## src/sv/utt_pkg.sv

```systemverilog
// Shared types, constants and helpers of the UTF-8 to UTF-16/UTF-32 transcoder.
// No dependencies; every other file of the block refers to this package.
package utt_pkg;

  localparam int unsigned CodeW   = 21;
  localparam int unsigned MaxUnits = 3;

  // Configuration register indexes
  localparam logic CFG_OUTPUT_UTF32  = 1'b0;
  localparam logic CFG_NUL_TERMINATE = 1'b1;

  localparam logic [CodeW-1:0] REPLACEMENT_CHAR = 21'h00FFFD;
  localparam logic [CodeW-1:0] SUPP_BASE        = 21'h010000;
  localparam logic [CodeW-1:0] CODE_LIMIT       = 21'h110000;
  localparam logic [CodeW-1:0] TWO_BYTE_MIN     = 21'h000080;
  localparam logic [CodeW-1:0] THREE_BYTE_MIN   = 21'h000800;
  localparam logic [15:0]      HIGH_SURR_BASE   = 16'hD800;
  localparam logic [15:0]      LOW_SURR_BASE    = 16'hDC00;

  typedef struct packed {
    logic [7:0] data_byte;
    logic       has_byte;
    logic       end_of_text;
  } item_t;

  typedef struct packed {
    logic [CodeW-1:0] code_unit;
    logic             unit_valid;
    logic             text_done;
    logic             had_errors;
  } unit_t;

  // Up to three results caused by one item, count gives how many are live
  typedef struct packed {
    unit_t [MaxUnits-1:0] units;
    logic  [1:0]          count;
  } bundle_t;

  // Bits 15..10 of a unit read 110110
  function automatic logic is_high_surrogate(logic [CodeW-1:0] u);
    is_high_surrogate = (u[15:10] == HIGH_SURR_BASE[15:10]);
  endfunction

  function automatic unit_t plain_unit(logic [CodeW-1:0] u, logic err);
    plain_unit = '{code_unit: u, unit_valid: 1'b1, text_done: 1'b0, had_errors: err};
  endfunction

endpackage

```

## src/sv/utt_if.sv

```systemverilog
// Handshake channels of the transcoder: byte input and code-unit output.
// Depends on utt_pkg for the code-unit width.
interface utt_in_if;
  logic       valid;
  logic       ready;
  logic [7:0] data_byte;
  logic       has_byte;
  logic       end_of_text;

  modport source (output valid, data_byte, has_byte, end_of_text, input ready);
  modport sink   (input valid, data_byte, has_byte, end_of_text, output ready);
endinterface

interface utt_out_if;
  logic                      valid;
  logic                      ready;
  logic [utt_pkg::CodeW-1:0] code_unit;
  logic                      unit_valid;
  logic                      last_of_item;
  logic                      text_done;
  logic                      had_errors;

  modport source (output valid, code_unit, unit_valid, last_of_item, text_done, had_errors,
                  input ready);
  modport sink   (input valid, code_unit, unit_valid, last_of_item, text_done, had_errors,
                  output ready);
endinterface

```

## src/sv/utt_decode.sv

```systemverilog
// Decoder state and per-item decode: turns one registered item into up to three results.
// Depends on utt_pkg.
module utt_decode (
  input  logic            clk,
  input  logic            rst,
  input  logic            advance,
  input  utt_pkg::item_t  item,
  input  logic            output_utf32,
  input  logic            nul_terminate,
  output utt_pkg::bundle_t bundle
);

  logic [1:0]                bytes_remaining, bytes_remaining_next;
  logic [1:0]                sequence_length, sequence_length_next;
  logic [utt_pkg::CodeW-1:0] code_accumulator, code_accumulator_next;
  logic                      skipping, skipping_next;
  logic                      prev_high, prev_high_next;
  logic                      error_seen, error_seen_next;

  utt_pkg::unit_t [utt_pkg::MaxUnits-1:0] units;
  logic [1:0]                cnt;
  logic                      cont;
  logic                      lead;
  logic [1:0]                len;
  logic [utt_pkg::CodeW-1:0] u;
  logic [utt_pkg::CodeW-1:0] v;

  always_comb begin
    bytes_remaining_next  = bytes_remaining;
    sequence_length_next  = sequence_length;
    code_accumulator_next = code_accumulator;
    skipping_next         = skipping;
    prev_high_next        = prev_high;
    error_seen_next       = error_seen;
    units = '0;
    cnt   = 2'd0;
    lead  = 1'b0;
    len   = 2'd0;
    u     = '0;
    v     = '0;
    cont  = (item.data_byte[7:6] == 2'b10);

    if (item.has_byte) begin
      if (bytes_remaining_next != 2'd0) begin
        if (!cont) begin
          // sequence cut short: replace, then treat this byte as a lead
          bytes_remaining_next  = 2'd0;
          sequence_length_next  = 2'd0;
          code_accumulator_next = '0;
          error_seen_next       = 1'b1;
          if (cnt != 2'd3) begin
            units[cnt] = utt_pkg::plain_unit(utt_pkg::REPLACEMENT_CHAR, error_seen_next);
            cnt = cnt + 2'd1;
          end
          prev_high_next = 1'b0;
          skipping_next  = 1'b0;
          lead           = 1'b1;
        end else begin
          code_accumulator_next = {code_accumulator_next[14:0], item.data_byte[5:0]};
          bytes_remaining_next  = bytes_remaining_next - 2'd1;
          if (bytes_remaining_next == 2'd0) begin
            u   = code_accumulator_next;
            len = sequence_length_next;
            sequence_length_next  = 2'd0;
            code_accumulator_next = '0;
            case (len)
              2'd1: begin
                if (u < utt_pkg::TWO_BYTE_MIN) begin
                  error_seen_next = 1'b1;
                  skipping_next   = 1'b1;
                  u               = utt_pkg::REPLACEMENT_CHAR;
                end
                if (cnt != 2'd3) begin
                  units[cnt] = utt_pkg::plain_unit(u, error_seen_next);
                  cnt = cnt + 2'd1;
                end
                prev_high_next = utt_pkg::is_high_surrogate(u);
              end
              2'd2: begin
                if (u < utt_pkg::THREE_BYTE_MIN) begin
                  error_seen_next = 1'b1;
                  skipping_next   = 1'b1;
                  u               = utt_pkg::REPLACEMENT_CHAR;
                end else if (u[15:11] == utt_pkg::HIGH_SURR_BASE[15:11]) begin
                  error_seen_next = 1'b1;
                  if (u[15:10] == utt_pkg::LOW_SURR_BASE[15:10] && prev_high_next) begin
                    // low surrogate would pair with the unit before it
                    skipping_next = 1'b1;
                    u             = utt_pkg::REPLACEMENT_CHAR;
                  end
                end
                if (cnt != 2'd3) begin
                  units[cnt] = utt_pkg::plain_unit(u, error_seen_next);
                  cnt = cnt + 2'd1;
                end
                prev_high_next = utt_pkg::is_high_surrogate(u);
              end
              default: begin
                if (u < utt_pkg::SUPP_BASE || u >= utt_pkg::CODE_LIMIT) begin
                  error_seen_next = 1'b1;
                  skipping_next   = 1'b1;
                  if (cnt != 2'd3) begin
                    units[cnt] = utt_pkg::plain_unit(utt_pkg::REPLACEMENT_CHAR,
                                                     error_seen_next);
                    cnt = cnt + 2'd1;
                  end
                  prev_high_next = 1'b0;
                end else if (!output_utf32) begin
                  // split into a surrogate pair
                  v = u - utt_pkg::SUPP_BASE;
                  if (cnt != 2'd3) begin
                    units[cnt] = utt_pkg::plain_unit(
                        {5'd0, utt_pkg::HIGH_SURR_BASE[15:10], v[19:10]}, error_seen_next);
                    cnt = cnt + 2'd1;
                  end
                  if (cnt != 2'd3) begin
                    units[cnt] = utt_pkg::plain_unit(
                        {5'd0, utt_pkg::LOW_SURR_BASE[15:10], v[9:0]}, error_seen_next);
                    cnt = cnt + 2'd1;
                  end
                  prev_high_next = 1'b0;
                end else begin
                  if (cnt != 2'd3) begin
                    units[cnt] = utt_pkg::plain_unit(u, error_seen_next);
                    cnt = cnt + 2'd1;
                  end
                  prev_high_next = utt_pkg::is_high_surrogate(u);
                end
              end
            endcase
          end
        end
      end else if (!(skipping_next && cont)) begin
        skipping_next = 1'b0;
        lead          = 1'b1;
      end

      if (lead) begin
        if (item.data_byte < 8'h80) begin
          if (cnt != 2'd3) begin
            units[cnt] = utt_pkg::plain_unit({13'd0, item.data_byte}, error_seen_next);
            cnt = cnt + 2'd1;
          end
          prev_high_next = 1'b0;
        end else if (item.data_byte < 8'hC0 || item.data_byte >= 8'hF8) begin
          error_seen_next = 1'b1;
          if (cnt != 2'd3) begin
            units[cnt] = utt_pkg::plain_unit(utt_pkg::REPLACEMENT_CHAR, error_seen_next);
            cnt = cnt + 2'd1;
          end
          prev_high_next = 1'b0;
          skipping_next  = 1'b1;
        end else if (item.data_byte < 8'hE0) begin
          code_accumulator_next = {16'd0, item.data_byte[4:0]};
          bytes_remaining_next  = 2'd1;
          sequence_length_next  = 2'd1;
        end else if (item.data_byte < 8'hF0) begin
          code_accumulator_next = {17'd0, item.data_byte[3:0]};
          bytes_remaining_next  = 2'd2;
          sequence_length_next  = 2'd2;
        end else begin
          code_accumulator_next = {18'd0, item.data_byte[2:0]};
          bytes_remaining_next  = 2'd3;
          sequence_length_next  = 2'd3;
        end
      end
    end

    if (item.end_of_text) begin
      if (bytes_remaining_next != 2'd0) begin
        error_seen_next = 1'b1;
        if (cnt != 2'd3) begin
          units[cnt] = utt_pkg::plain_unit(utt_pkg::REPLACEMENT_CHAR, error_seen_next);
          cnt = cnt + 2'd1;
        end
      end
      if (cnt != 2'd3) begin
        units[cnt] = '{code_unit: '0, unit_valid: nul_terminate, text_done: 1'b1,
                       had_errors: error_seen_next};
        cnt = cnt + 2'd1;
      end
      // start the next text fresh
      bytes_remaining_next  = 2'd0;
      sequence_length_next  = 2'd0;
      code_accumulator_next = '0;
      skipping_next         = 1'b0;
      prev_high_next        = 1'b0;
      error_seen_next       = 1'b0;
    end

    bundle.units = units;
    bundle.count = cnt;
  end

  always_ff @(posedge clk) begin
    if (rst) begin
      bytes_remaining  <= 2'd0;
      sequence_length  <= 2'd0;
      code_accumulator <= '0;
      skipping         <= 1'b0;
      prev_high        <= 1'b0;
      error_seen       <= 1'b0;
    end else if (advance) begin
      bytes_remaining  <= bytes_remaining_next;
      sequence_length  <= sequence_length_next;
      code_accumulator <= code_accumulator_next;
      skipping         <= skipping_next;
      prev_high        <= prev_high_next;
      error_seen       <= error_seen_next;
    end
  end

endmodule

```

## src/sv/utt_result_buf.sv

```systemverilog
// Result register: holds the results of one item and hands them out one transfer at a time.
// Depends on utt_pkg and utt_out_if.
module utt_result_buf (
  input  logic             clk,
  input  logic             rst,
  input  logic             load,
  input  utt_pkg::bundle_t bundle_in,
  output logic             can_load,
  utt_out_if.source        out_ch
);

  utt_pkg::bundle_t bundle;
  logic             held;
  logic [1:0]       idx;
  logic             last;
  utt_pkg::unit_t   cur;

  always_comb begin
    case (idx)
      2'd0:    cur = bundle.units[0];
      2'd1:    cur = bundle.units[1];
      2'd2:    cur = bundle.units[2];
      default: cur = '0;
    endcase
  end

  assign last     = (idx == bundle.count - 2'd1);
  assign can_load = !held || (out_ch.ready && last);

  assign out_ch.valid        = held;
  assign out_ch.code_unit    = cur.code_unit;
  assign out_ch.unit_valid   = cur.unit_valid;
  assign out_ch.last_of_item = last;
  assign out_ch.text_done    = cur.text_done;
  assign out_ch.had_errors   = cur.had_errors;

  always_ff @(posedge clk) begin
    if (rst) begin
      held <= 1'b0;
      idx  <= 2'd0;
    end else if (load) begin
      held <= 1'b1;
      idx  <= 2'd0;
    end else if (held && out_ch.ready) begin
      if (last) begin
        held <= 1'b0;
        idx  <= 2'd0;
      end else begin
        idx <= idx + 2'd1;
      end
    end
  end

  always_ff @(posedge clk) begin
    if (load) begin
      bundle <= bundle_in;
    end
  end

endmodule

```

## src/sv/utf8_to_utf16_utf32_transcoder_unit.sv

```systemverilog
// Top level of the UTF-8 to UTF-16/UTF-32 transcoder: input register, config, decode, output.
// Depends on utt_pkg, utt_in_if, utt_out_if, utt_decode and utt_result_buf.
//
//   channel   dir  transfer carries                                      per item
//   byte_in   in   data_byte, has_byte, end_of_text                      one
//   unit_out  out  code_unit, unit_valid, last_of_item, text_done,       zero to three
//                  had_errors
//   cfg       in   cfg_we, cfg_index, cfg_data (write only, no wait)     -
//
// An item is captured in the input register and decoded there, and its results are then loaded
// into the result register, from which the first result can transfer. Items that yield no result
// flow at one per cycle, and items with one result do so while unit_out is ready; an item with
// several results holds the result register until its last result transfers, at one unit_out
// transfer per cycle while the receiver is ready.
// Reset is synchronous and clears the decoder state, the config and both valid flags.
// A stall on unit_out holds the result register; byte_in keeps taking an item while the
// input register is free or its item advances in the same cycle.
module utf8_to_utf16_utf32_transcoder_unit (
  input  logic       clk,
  input  logic       rst,
  input  logic       cfg_we,
  input  logic       cfg_index,
  input  logic       cfg_data,
  utt_in_if.sink     byte_in,
  utt_out_if.source  unit_out
);

  logic             output_utf32;
  logic             nul_terminate;

  utt_pkg::item_t   item;
  logic             item_held;
  utt_pkg::bundle_t bundle;
  logic             can_load;
  logic             advance;
  logic             load;

  // Config writes: to be made only while the block is idle; the block does not enforce it
  always_ff @(posedge clk) begin
    if (rst) begin
      output_utf32  <= 1'b0;
      nul_terminate <= 1'b0;
    end else if (cfg_we) begin
      case (cfg_index)
        utt_pkg::CFG_OUTPUT_UTF32:  output_utf32  <= cfg_data;
        utt_pkg::CFG_NUL_TERMINATE: nul_terminate <= cfg_data;
        default: ;
      endcase
    end
  end

  // Advance the held item when its results fit in the result register; an item that
  // yields nothing only updates the decoder state and never waits.
  assign advance       = item_held && (bundle.count == 2'd0 || can_load);
  assign load          = advance && (bundle.count != 2'd0);
  assign byte_in.ready = !item_held || advance;

  always_ff @(posedge clk) begin
    if (rst) begin
      item_held <= 1'b0;
    end else if (byte_in.ready) begin
      item_held <= byte_in.valid;
    end
  end

  // Payload of the input register: capture on every transfer
  always_ff @(posedge clk) begin
    if (byte_in.valid && byte_in.ready) begin
      item.data_byte   <= byte_in.data_byte;
      item.has_byte    <= byte_in.has_byte;
      item.end_of_text <= byte_in.end_of_text;
    end
  end

  utt_decode u_decode (
    .clk           (clk),
    .rst           (rst),
    .advance       (advance),
    .item          (item),
    .output_utf32  (output_utf32),
    .nul_terminate (nul_terminate),
    .bundle        (bundle)
  );

  utt_result_buf u_result_buf (
    .clk       (clk),
    .rst       (rst),
    .load      (load),
    .bundle_in (bundle),
    .can_load  (can_load),
    .out_ch    (unit_out)
  );

endmodule

```

## src/flat_wrapper.sv

```systemverilog
// flat-port wrapper written by rule: the top's interface ports become plain ports
module utf8_to_utf16_utf32_transcoder_unit_flat 
  (clk, rst, cfg_we, cfg_index, cfg_data, byte_in_valid, byte_in_data_byte, byte_in_has_byte, byte_in_end_of_text, byte_in_ready, unit_out_valid, unit_out_code_unit, unit_out_unit_valid, unit_out_last_of_item, unit_out_text_done, unit_out_had_errors, unit_out_ready);
  utt_in_if byte_in_i ();
  utt_out_if unit_out_i ();
  input  logic clk;
  input  logic rst;
  input  logic cfg_we;
  input  logic cfg_index;
  input  logic cfg_data;
  input wire logic [$bits(byte_in_i.valid)-1:0] byte_in_valid;
  input wire logic [$bits(byte_in_i.data_byte)-1:0] byte_in_data_byte;
  input wire logic [$bits(byte_in_i.has_byte)-1:0] byte_in_has_byte;
  input wire logic [$bits(byte_in_i.end_of_text)-1:0] byte_in_end_of_text;
  output wire logic [$bits(byte_in_i.ready)-1:0] byte_in_ready;
  output wire logic [$bits(unit_out_i.valid)-1:0] unit_out_valid;
  output wire logic [$bits(unit_out_i.code_unit)-1:0] unit_out_code_unit;
  output wire logic [$bits(unit_out_i.unit_valid)-1:0] unit_out_unit_valid;
  output wire logic [$bits(unit_out_i.last_of_item)-1:0] unit_out_last_of_item;
  output wire logic [$bits(unit_out_i.text_done)-1:0] unit_out_text_done;
  output wire logic [$bits(unit_out_i.had_errors)-1:0] unit_out_had_errors;
  input wire logic [$bits(unit_out_i.ready)-1:0] unit_out_ready;
  assign byte_in_i.valid = byte_in_valid;
  assign byte_in_i.data_byte = byte_in_data_byte;
  assign byte_in_i.has_byte = byte_in_has_byte;
  assign byte_in_i.end_of_text = byte_in_end_of_text;
  assign byte_in_ready = byte_in_i.ready;
  assign unit_out_valid = unit_out_i.valid;
  assign unit_out_code_unit = unit_out_i.code_unit;
  assign unit_out_unit_valid = unit_out_i.unit_valid;
  assign unit_out_last_of_item = unit_out_i.last_of_item;
  assign unit_out_text_done = unit_out_i.text_done;
  assign unit_out_had_errors = unit_out_i.had_errors;
  assign unit_out_i.ready = unit_out_ready;
  utf8_to_utf16_utf32_transcoder_unit u_core (.clk(clk), .rst(rst), .cfg_we(cfg_we), .cfg_index(cfg_index), .cfg_data(cfg_data), .byte_in(byte_in_i), .unit_out(unit_out_i));
endmodule
```

## config.mk

```make
export PLATFORM = sky130hd
export DESIGN_NAME = utf8_to_utf16_utf32_transcoder_unit_flat
export DESIGN_NICKNAME = d
export VERILOG_FILES = /design/src/sv/utt_pkg.sv /design/src/sv/utt_if.sv /design/src/sv/utt_decode.sv /design/src/sv/utt_result_buf.sv /design/src/sv/utf8_to_utf16_utf32_transcoder_unit.sv /design/src/flat_wrapper.sv
export SDC_FILE = /design/constraint.sdc
export NUM_CORES = 1
export LEC_CHECK = 0
export BUFFER_PORTS_ARGS = -buffer_cell sky130_fd_sc_hd__buf_2
export CORE_UTILIZATION = 40
export CTS_CLUSTER_SIZE = 20
export DETAILED_ROUTE_END_ITERATION = 7
export GPL_TIMING_DRIVEN = 1
export PLACE_DENSITY = 0.57
export SYNTH_ARGS = -nofsm -noshare
export SYNTH_HDL_FRONTEND = slang
export SYNTH_SLANG_ARGS = --single-unit
export TNS_END_PERCENT = 20
```

## constraint.sdc

```tcl
create_clock -name clk -period 14.8 [get_ports clk]
set_input_delay 0 -clock clk [delete_from_list [all_inputs] [get_ports clk]]
set_output_delay 0 -clock clk [all_outputs]
set_load 0.005 [all_outputs]
```

==> Word-level counts from Yosys, hierarchy flattened <==
Cells that the tools add are included.
{ "op_classes": {"n_shift": 0, "reduce_logical": 33, "n_div": 0, "n_bitwise": 7, "n_eq_ne": 15, "magnitude_cmp": 17, "mul": 0, "addsub": 8, "muxes": 158} }
{ "ops": {"columns": ["op", "n"], "rows": [
  ["$mux W72", 15],
  ["$mux W21", 22],
  ["$mux W24", 14],
  ["$bwmux W72", 3],
  ["$demux W24 S2", 4],
  ["$mux W48", 4],
  ["$or A51 B51 Y51", 2],
  ["$mux W2", 42],
  ["$pmux W24 S3", 1],
  ["$pmux W24 S2", 1],
  ["$mux W1", 47],
  ["$and A21 B21 Y21", 2],
  ["$not A21 Y21", 2],
  ["$lt A8 B8 Y1 const B", 4],
  ["$eq A6 B6 Y1 const B", 4],
  ["$ge A21 B21 Y1 const B", 1],
  ["$lt A21 B12 Y1 const B", 1],
  ["$lt A21 B17 Y1 const B", 1],
  ["$lt A21 B8 Y1 const B", 1],
  ["$sub A20 B17 Y20 const B", 1],
  ["$lt A2 B3 Y1 const B", 4],
  ["$reduce_bool A2 Y1", 6],
  ["$logic_and A1 B1 Y1", 11],
  ["$add A2 B1 Y2 const B", 5],
  ["17 further kinds", 40]
]} }
{ "totals": {"latchBits": 0, "out_inout_bits": 27, "register_bits": 118, "word_cells": 265, "memories": 0, "in_bits": 17, "mem_bits_ro": 0, "ram_bits": 0} }

==> Logic depth before layout (Yosys ltp) <==
{ "logic_depth": {"word_depth": 36, "mapped_depth": 13, "mapped_depth_nobuf": 9} }

==> By module <==
From an unflattened synthesis, not the netlist that was laid out.
{ "unflattened": {"cells_unflattened": 608, "hier_area_um2": 6476.2} }
{ "modules_own_cells": {"columns": ["mod", "area_each_um2", "instances", "cells_per_inst", "seq_area_each_um2"], "rows": [
  ["utt_decode", 3200.6, 1, 424, 440.4],
  ["utt_result_buf", 2824.0, 1, 155, 2282.2],
  ["utf8_to_utf16_utf32_transcoder_unit", 451.7, 1, 29, 360.3]
]} }

==> Least setup slack after synthesis <==
No wires, ideal clock.
{ "synth_path": {"path_kind": "reg-to-reg", "from": "register u_core.u_decode.sequence_length[0]", "to": "register u_core.u_result_buf.bundle[0] (netlist name), enable pin", "path_buffers": 3, "arrival_time_ps": 4329, "setup_time_ps": 464, "required_ps": 14336, "period_less_slack_ps": 4793, "path_stages_with_launch": 13, "setup_slack_ps": 10007, "path_cell_list": "dfxtp_1 -> inv_1 -> ha_1 -> buf_2 -> inv_2 -> nor3_2 -> o211ai_2 -> a211oi_2 -> or2_1 -> buf_6 -> buf_2 -> o31ai_1 -> nor2_1"} }
{ "synth_between": {"elab_chain_cells": 24, "elab_cells_between_ends": 29, "classes_between": "3 x add/sub; 5 x eq/ne; 15 x mux; 6 x reduce/logical"} }
{ "synth_lines": {"columns": ["element", "line", "rtl"], "rows": [
  ["from (decl)", "utt_decode.sv:14", "logic [1:0] sequence_length, sequence_length_next;"],
  ["from (signal assigned)", "utt_decode.sv:205", "sequence_length <= sequence_length_next;"],
  ["$eq A2 B2 Y1 or $eq A2 B1 Y1 (tied branches)", "utt_decode.sv:66", "case (len)"],
  ["$reduce_or A2 Y1 (no line) (*)", null, null],
  ["$mux W2 (*)", null, null],
  ["$mux W2 (*)", "utt_decode.sv:61", "if (bytes_remaining_next == 2'd0) begin"],
  ["$mux W2 (*)", "utt_decode.sv:45", "if (!cont) begin"],
  ["$mux W2 (*)", "utt_decode.sv:44", "if (bytes_remaining_next != 2'd0) begin"],
  ["$mux W2 (*)", "utt_decode.sv:43", "if (item.has_byte) begin"],
  ["$add A2 B1 Y2 or $ne A2 B2 Y1 (tied branches)", null, null],
  ["[9 not listed]", null, null],
  ["$add A2 B1 Y2 or $ne A2 B2 Y1 (tied branches)", "utt_decode.sv:180, utt_decode.sv:177", null],
  ["$mux W2", "utt_decode.sv:177", "if (cnt != 2'd3) begin"],
  ["$mux W2 (*)", "utt_decode.sv:169", "if (item.end_of_text) begin"],
  ["$logic_not A2 Y1", "utf8_to_utf16_utf32_transcoder_unit.sv:54", "assign advance = item_held && (bundle.count == 2'd0 || can_load);"],
  ["$logic_or A1 B1 Y1", "utf8_to_utf16_utf32_transcoder_unit.sv:54", null],
  ["$logic_and A1 B1 Y1", "utf8_to_utf16_utf32_transcoder_unit.sv:54", null],
  ["$logic_and A1 B1 Y1 (*)", "utf8_to_utf16_utf32_transcoder_unit.sv:55", "assign load = advance && (bundle.count != 2'd0);"],
  ["net u_core.load", "utf8_to_utf16_utf32_transcoder_unit.sv:36", "logic load;"],
  ["to (signal assigned)", "utt_result_buf.sv:56", "bundle <= bundle_in;"],
  ["to (decl)", "utt_result_buf.sv:12", "utt_pkg::bundle_t bundle;"]
]} }
The timed path passes the listed nets; every way through them passes the cells marked *. The select of a mux whose other input is x is not followed.
A chain may end at the register's enable or synchronous reset.

==> Worst setup path after layout <==
{ "layout_path": {"from": "register u_core.u_decode.bytes_remaining[1]", "to": "register u_core.item[9] (netlist name)"} }
{ "layout_between": {"elab_chain_cells": 24, "elab_cells_between_ends": 37, "classes_between": "4 x add/sub; 3 x eq/ne; 22 x mux; 8 x reduce/logical"} }
{ "layout_lines": {"columns": ["element", "line", "rtl"], "rows": [
  ["from (decl)", "utt_decode.sv:13", "logic [1:0] bytes_remaining, bytes_remaining_next;"],
  ["from (signal assigned)", "utt_decode.sv:204", "bytes_remaining <= bytes_remaining_next;"],
  ["$sub A2 B1 Y2", "utt_decode.sv:60", "bytes_remaining_next = bytes_remaining_next - 2'd1;"],
  ["$logic_not A2 Y1", "utt_decode.sv:61", null],
  ["$mux W2", "utt_decode.sv:61", null],
  ["$mux W2", "utt_decode.sv:45", null],
  ["$mux W2", "utt_decode.sv:44", null],
  ["$mux W2", "utt_decode.sv:43", null],
  ["$add A2 B1 Y2 or $ne A2 B2 Y1 (tied branches)", null, null],
  ["$mux W2", "utt_decode.sv:140, utt_decode.sv:147", null],
  ["[8 not listed]", null, null],
  ["$add A2 B1 Y2 or $ne A2 B2 Y1 (tied branches)", "utt_decode.sv:180, utt_decode.sv:177", null],
  ["$mux W2", "utt_decode.sv:177", null],
  ["$mux W2 (*)", "utt_decode.sv:169", null],
  ["$logic_not A2 Y1 (*)", "utf8_to_utf16_utf32_transcoder_unit.sv:54", null],
  ["$logic_or A1 B1 Y1 (*)", "utf8_to_utf16_utf32_transcoder_unit.sv:54", null],
  ["$logic_and A1 B1 Y1 (*)", "utf8_to_utf16_utf32_transcoder_unit.sv:54", null],
  ["$logic_or A1 B1 Y1 (*)", "utf8_to_utf16_utf32_transcoder_unit.sv:56", "assign byte_in.ready = !item_held || advance;"],
  ["$logic_and A1 B1 Y1 (*)", "utf8_to_utf16_utf32_transcoder_unit.sv:68", "if (byte_in.valid && byte_in.ready) begin"]
]} }
Mark *: on every way between the ends. The rest lies on a longest branch, timed or not. The select of a mux whose other input is x is not followed.

==> run_results.csv <==
group,metric,value,unit
layout,fin_util,46.5,%
sta,setup_viol,0,
synth,synth_top_area_share,34.5,%
sta,fin_ws,10.72,ns
sta,rsz0062_at_grt,"no",
worst_setup_path,start_kind,"flip-flop",
worst_setup_path,path_class,"flip-flop to flip-flop",
sta,worstMarginPinSlew,1.24,ns
synth,synth_edf_count,63,
synth,synth.area.top_cells,"edfxtp_1 35%, dfxtp_1 10%, a21oi_1 4.8%",
detailed_routing,routed_wl,15800,um
layout,drive_gt1_share,13.0,%
synth,yosysMostFrequentCell,"nand2_1",
placement,dp.cells,770,
floorplan,start_util,41.2,%
power_and_ir_drop,max-vdd-ir-drop,64.6,uV
synth,async_flop_share,0,%
cts,clk_path_buf_depth,2,
placement,hpwlAfterDp,11600,um
detailed_routing,drt-pass1-iter-count,5,
floorplan,fp.dieW,119,um
detailed_routing,first_iter_violations,508,
worst_setup_path,worstPathArrival,4.07,ns
synth,synth-seq-cells,91,
global_route,grt_pass1_vias,4533,
synth,synth_top_area_cell,"edfxtp_1",
sta,fin_crit,4.08,ns
global_route,grt_max_degree,54,
detailed_routing,vias,4837,
floorplan,rows,42,
global_route,grt_overflow_total,0,
detailed_routing,wl_per_cell,19.8,um
placement,pre_cts_slack,10.78,ns
worst_setup_path,crit_fanout,17,
synth,syn_inst,590,
power_and_ir_drop,totalPowerFinal,592,uW
synth,yosys-top-cells-count,"64 x nand2_1, 63 x edfxtp_1, 53 x a21oi_1",
outcome,status,"completed",
cts,htree_num_levels,3,
floorplan,die_area,0.0142,sq mm
detailed_routing,routed_via_density,6.04,
synth,syn_area,0.00548,sq mm
floorplan,die-height,119,um
sta,fin_crit_sh,27.6,%
layout,layout.nets,647,
cts,cts-root-buf,"clkbuf_16",
cts,clk_latency,0.35,ns
cts,post-cts-setup-buffer-count,0,
detailed_routing,antenna_left,0,
cts,cts_made_buffers,9,
sta,fmax,245,MHz
floorplan,coreArea,0.0133,sq mm
power_and_ir_drop,power_leakage,2.33,nW
flow_run,cap_violations,0,
global_route,antenna_found_initial,0,
detailed_routing,drc_errors,0,
layout,fin_cells,801,
cts,clkTransAtPathRegs,0.06,ns
synth,ys_seq_area_share,44.7,%
global_route,grt_pass1_wl,24800,um
synth,yosysWarnings,0,
cts,clock-sinks,91,
synth,synth_ff_type,"edfxtp_1",
layout,area_growth,12.8,%
worst_setup_path,required,14.79,ns
placement,portBuffers,43,
sta,clock_skew,0.00707,ns
worst_setup_path,crit_path_end_kind,"flip-flop",
cts,tritoncts,"yes",
synth,synth_nets,617,
placement,place_congestion,0.904,
synth,syn_area_per_cell,9.29,sq um
layout,diodes,0,
synth,ys_types,76,
sta,hold_violations,0,
sta,slew_viol_final,0,
power_and_ir_drop,powerDensity,95.8,mW/mm^2
sta,relSlewSlack,16.4,%
worst_hold_path,min_path_type,"input port to flip-flop",
sta,finalSetupTns,0,ns
floorplan,io_pins,44,
global_route,grt_use_total,22.9,%
## metrics by stage
step | instance area (sq um) | hold WS (ns)
after global routing | 6180 | 0.0612
after global placement | 5750 | 0.177
final | 6180 | 0.0381
after detailed placement | 5750 | 0.179
after floorplan | 5480 | 0.0989
after CTS | 6180 | 0.0274
## registers in the layout, indices dropped and copies added, names as in the netlist
register	cells
u_core.u_decode.bytes_remaining	2
u_core.u_decode.skipping	1
u_core.u_result_buf.idx	2
u_core.u_decode.error_seen	1
u_core.u_result_buf.bundle	53
u_core.u_decode.sequence_length	2
u_core.item_held	1
u_core.u_decode.code_accumulator	15
u_core.nul_terminate	1
u_core.item	10
u_core.u_decode.prev_high	1
u_core.u_result_buf.out_ch.valid	1
u_core.output_utf32	1
## final cells by class
type / instances / area, sq um
multi-input combinational: 434 / 2750
inverter: 24 / 90.1
clock inverter: 4 / 51.3
clock buffer: 12 / 236
sequential: 91 / 2450
tap: 176 / 220
fill: 1294 / 7110
timing repair buffer: 60 / 380
## worst paths after layout
path                                                                      start                                              end  slack, ns  cells after the start
worst max-delay path            u_core.u_decode.bytes_remaining[1]$_SDFFE_PP0P_                         u_core.item[9]$_DFFE_PP_      10.72                      9
worst min register to register  u_core.u_decode.bytes_remaining[1]$_SDFFE_PP0P_  u_core.u_decode.bytes_remaining[1]$_SDFFE_PP0P_       0.51                      2
worst max register to register  u_core.u_decode.bytes_remaining[1]$_SDFFE_PP0P_                         u_core.item[9]$_DFFE_PP_      10.72                      9
worst min-delay path                                                     cfg_we                 u_core.output_utf32$_SDFFE_PP0P_       0.04                      4
## cells in the final DEF (no fill, tap or decap), types with 4 or more instances in the layout
cell           synthesis  layout
nor2b_1                5       5
nor2_1                48      47
dfxtp_1               28      28
a22o_1                11      11
o21ai_1                7       7
a32o_1                 6       6
a21oi_1               53      53
mux2i_1               11      11
o211ai_1               7       7
a211o_1                4       4
o221ai_1              10      10
a31oi_1               12      12
edfxtp_1              63      63
inv_1                 22      22
o21ai_0               32      32
nor3_1                 6       6
mux2_2                 5       5
nand3_1               14      14
o31ai_1                4       4
and3_1                10      10
nand2_1               64      64
clkbuf_16              0       9
o22ai_1                5       5
ha_1                  10      10
o21a_1                 6       6
dlygate4sd3_1          0      15
or3_1                  8       8
buf_2                  7      43
a222oi_1              11      11
a22oi_1                6       6
and2_1                14      14
## power by group
part / internal (mW) / total, mW / switching (mW)
clock: 0.131 / 0.224 / 0.0926
combinational: 0.0277 / 0.0726 / 0.0449
sequential: 0.286 / 0.296 / 0.0101
total: 0.445 / 0.592 / 0.148
## critical path: stages (launching register included)
cell and delay (ns):
dfxtp_1 0.34, inv_1 0.10, ha_1 0.52, inv_2 0.21, o21ai_0 0.45, nand2_1 0.23
and4_1 0.29, or2_1 0.44, o31ai_1 0.61, o21a_1 0.51
## cells by family (layout without fill, tap and decap cells)
logic type	Yosys count	count (layout)	synth area share [%]
muxes	16	16	3.04
other	1	1	0.0684
adders and majority gates	10	10	2.28
AOI/OAI and AO/OA	206	206	26.1
buffers and inverters	65	100	5.16
xor gates and xnor gates	4	4	0.639
and+or+nand+nor	197	197	18.0
DFF	91	91	44.7
## what timing repair did
item | CTS | global route
gates resized for setup | 0 | 0
hold endpoints to repair | 17 | 0
hold buffers | 15 | 0
## routing by layer
metal / vias to the layer above / part of all wire (%) / wire (um) / GRT usage [%]
li1: 2311 / - / - / -
met1: 2316 / 47 / 7370 / 31.4
met2: 173 / 46 / 7210 / 35.5
met3: 37 / 5.0 / 788 / 3.54
met4: 0 / 3.0 / 473 / 10.7
met5: - / 0 / 0 / 0
(Power assumes the default switching activity.)
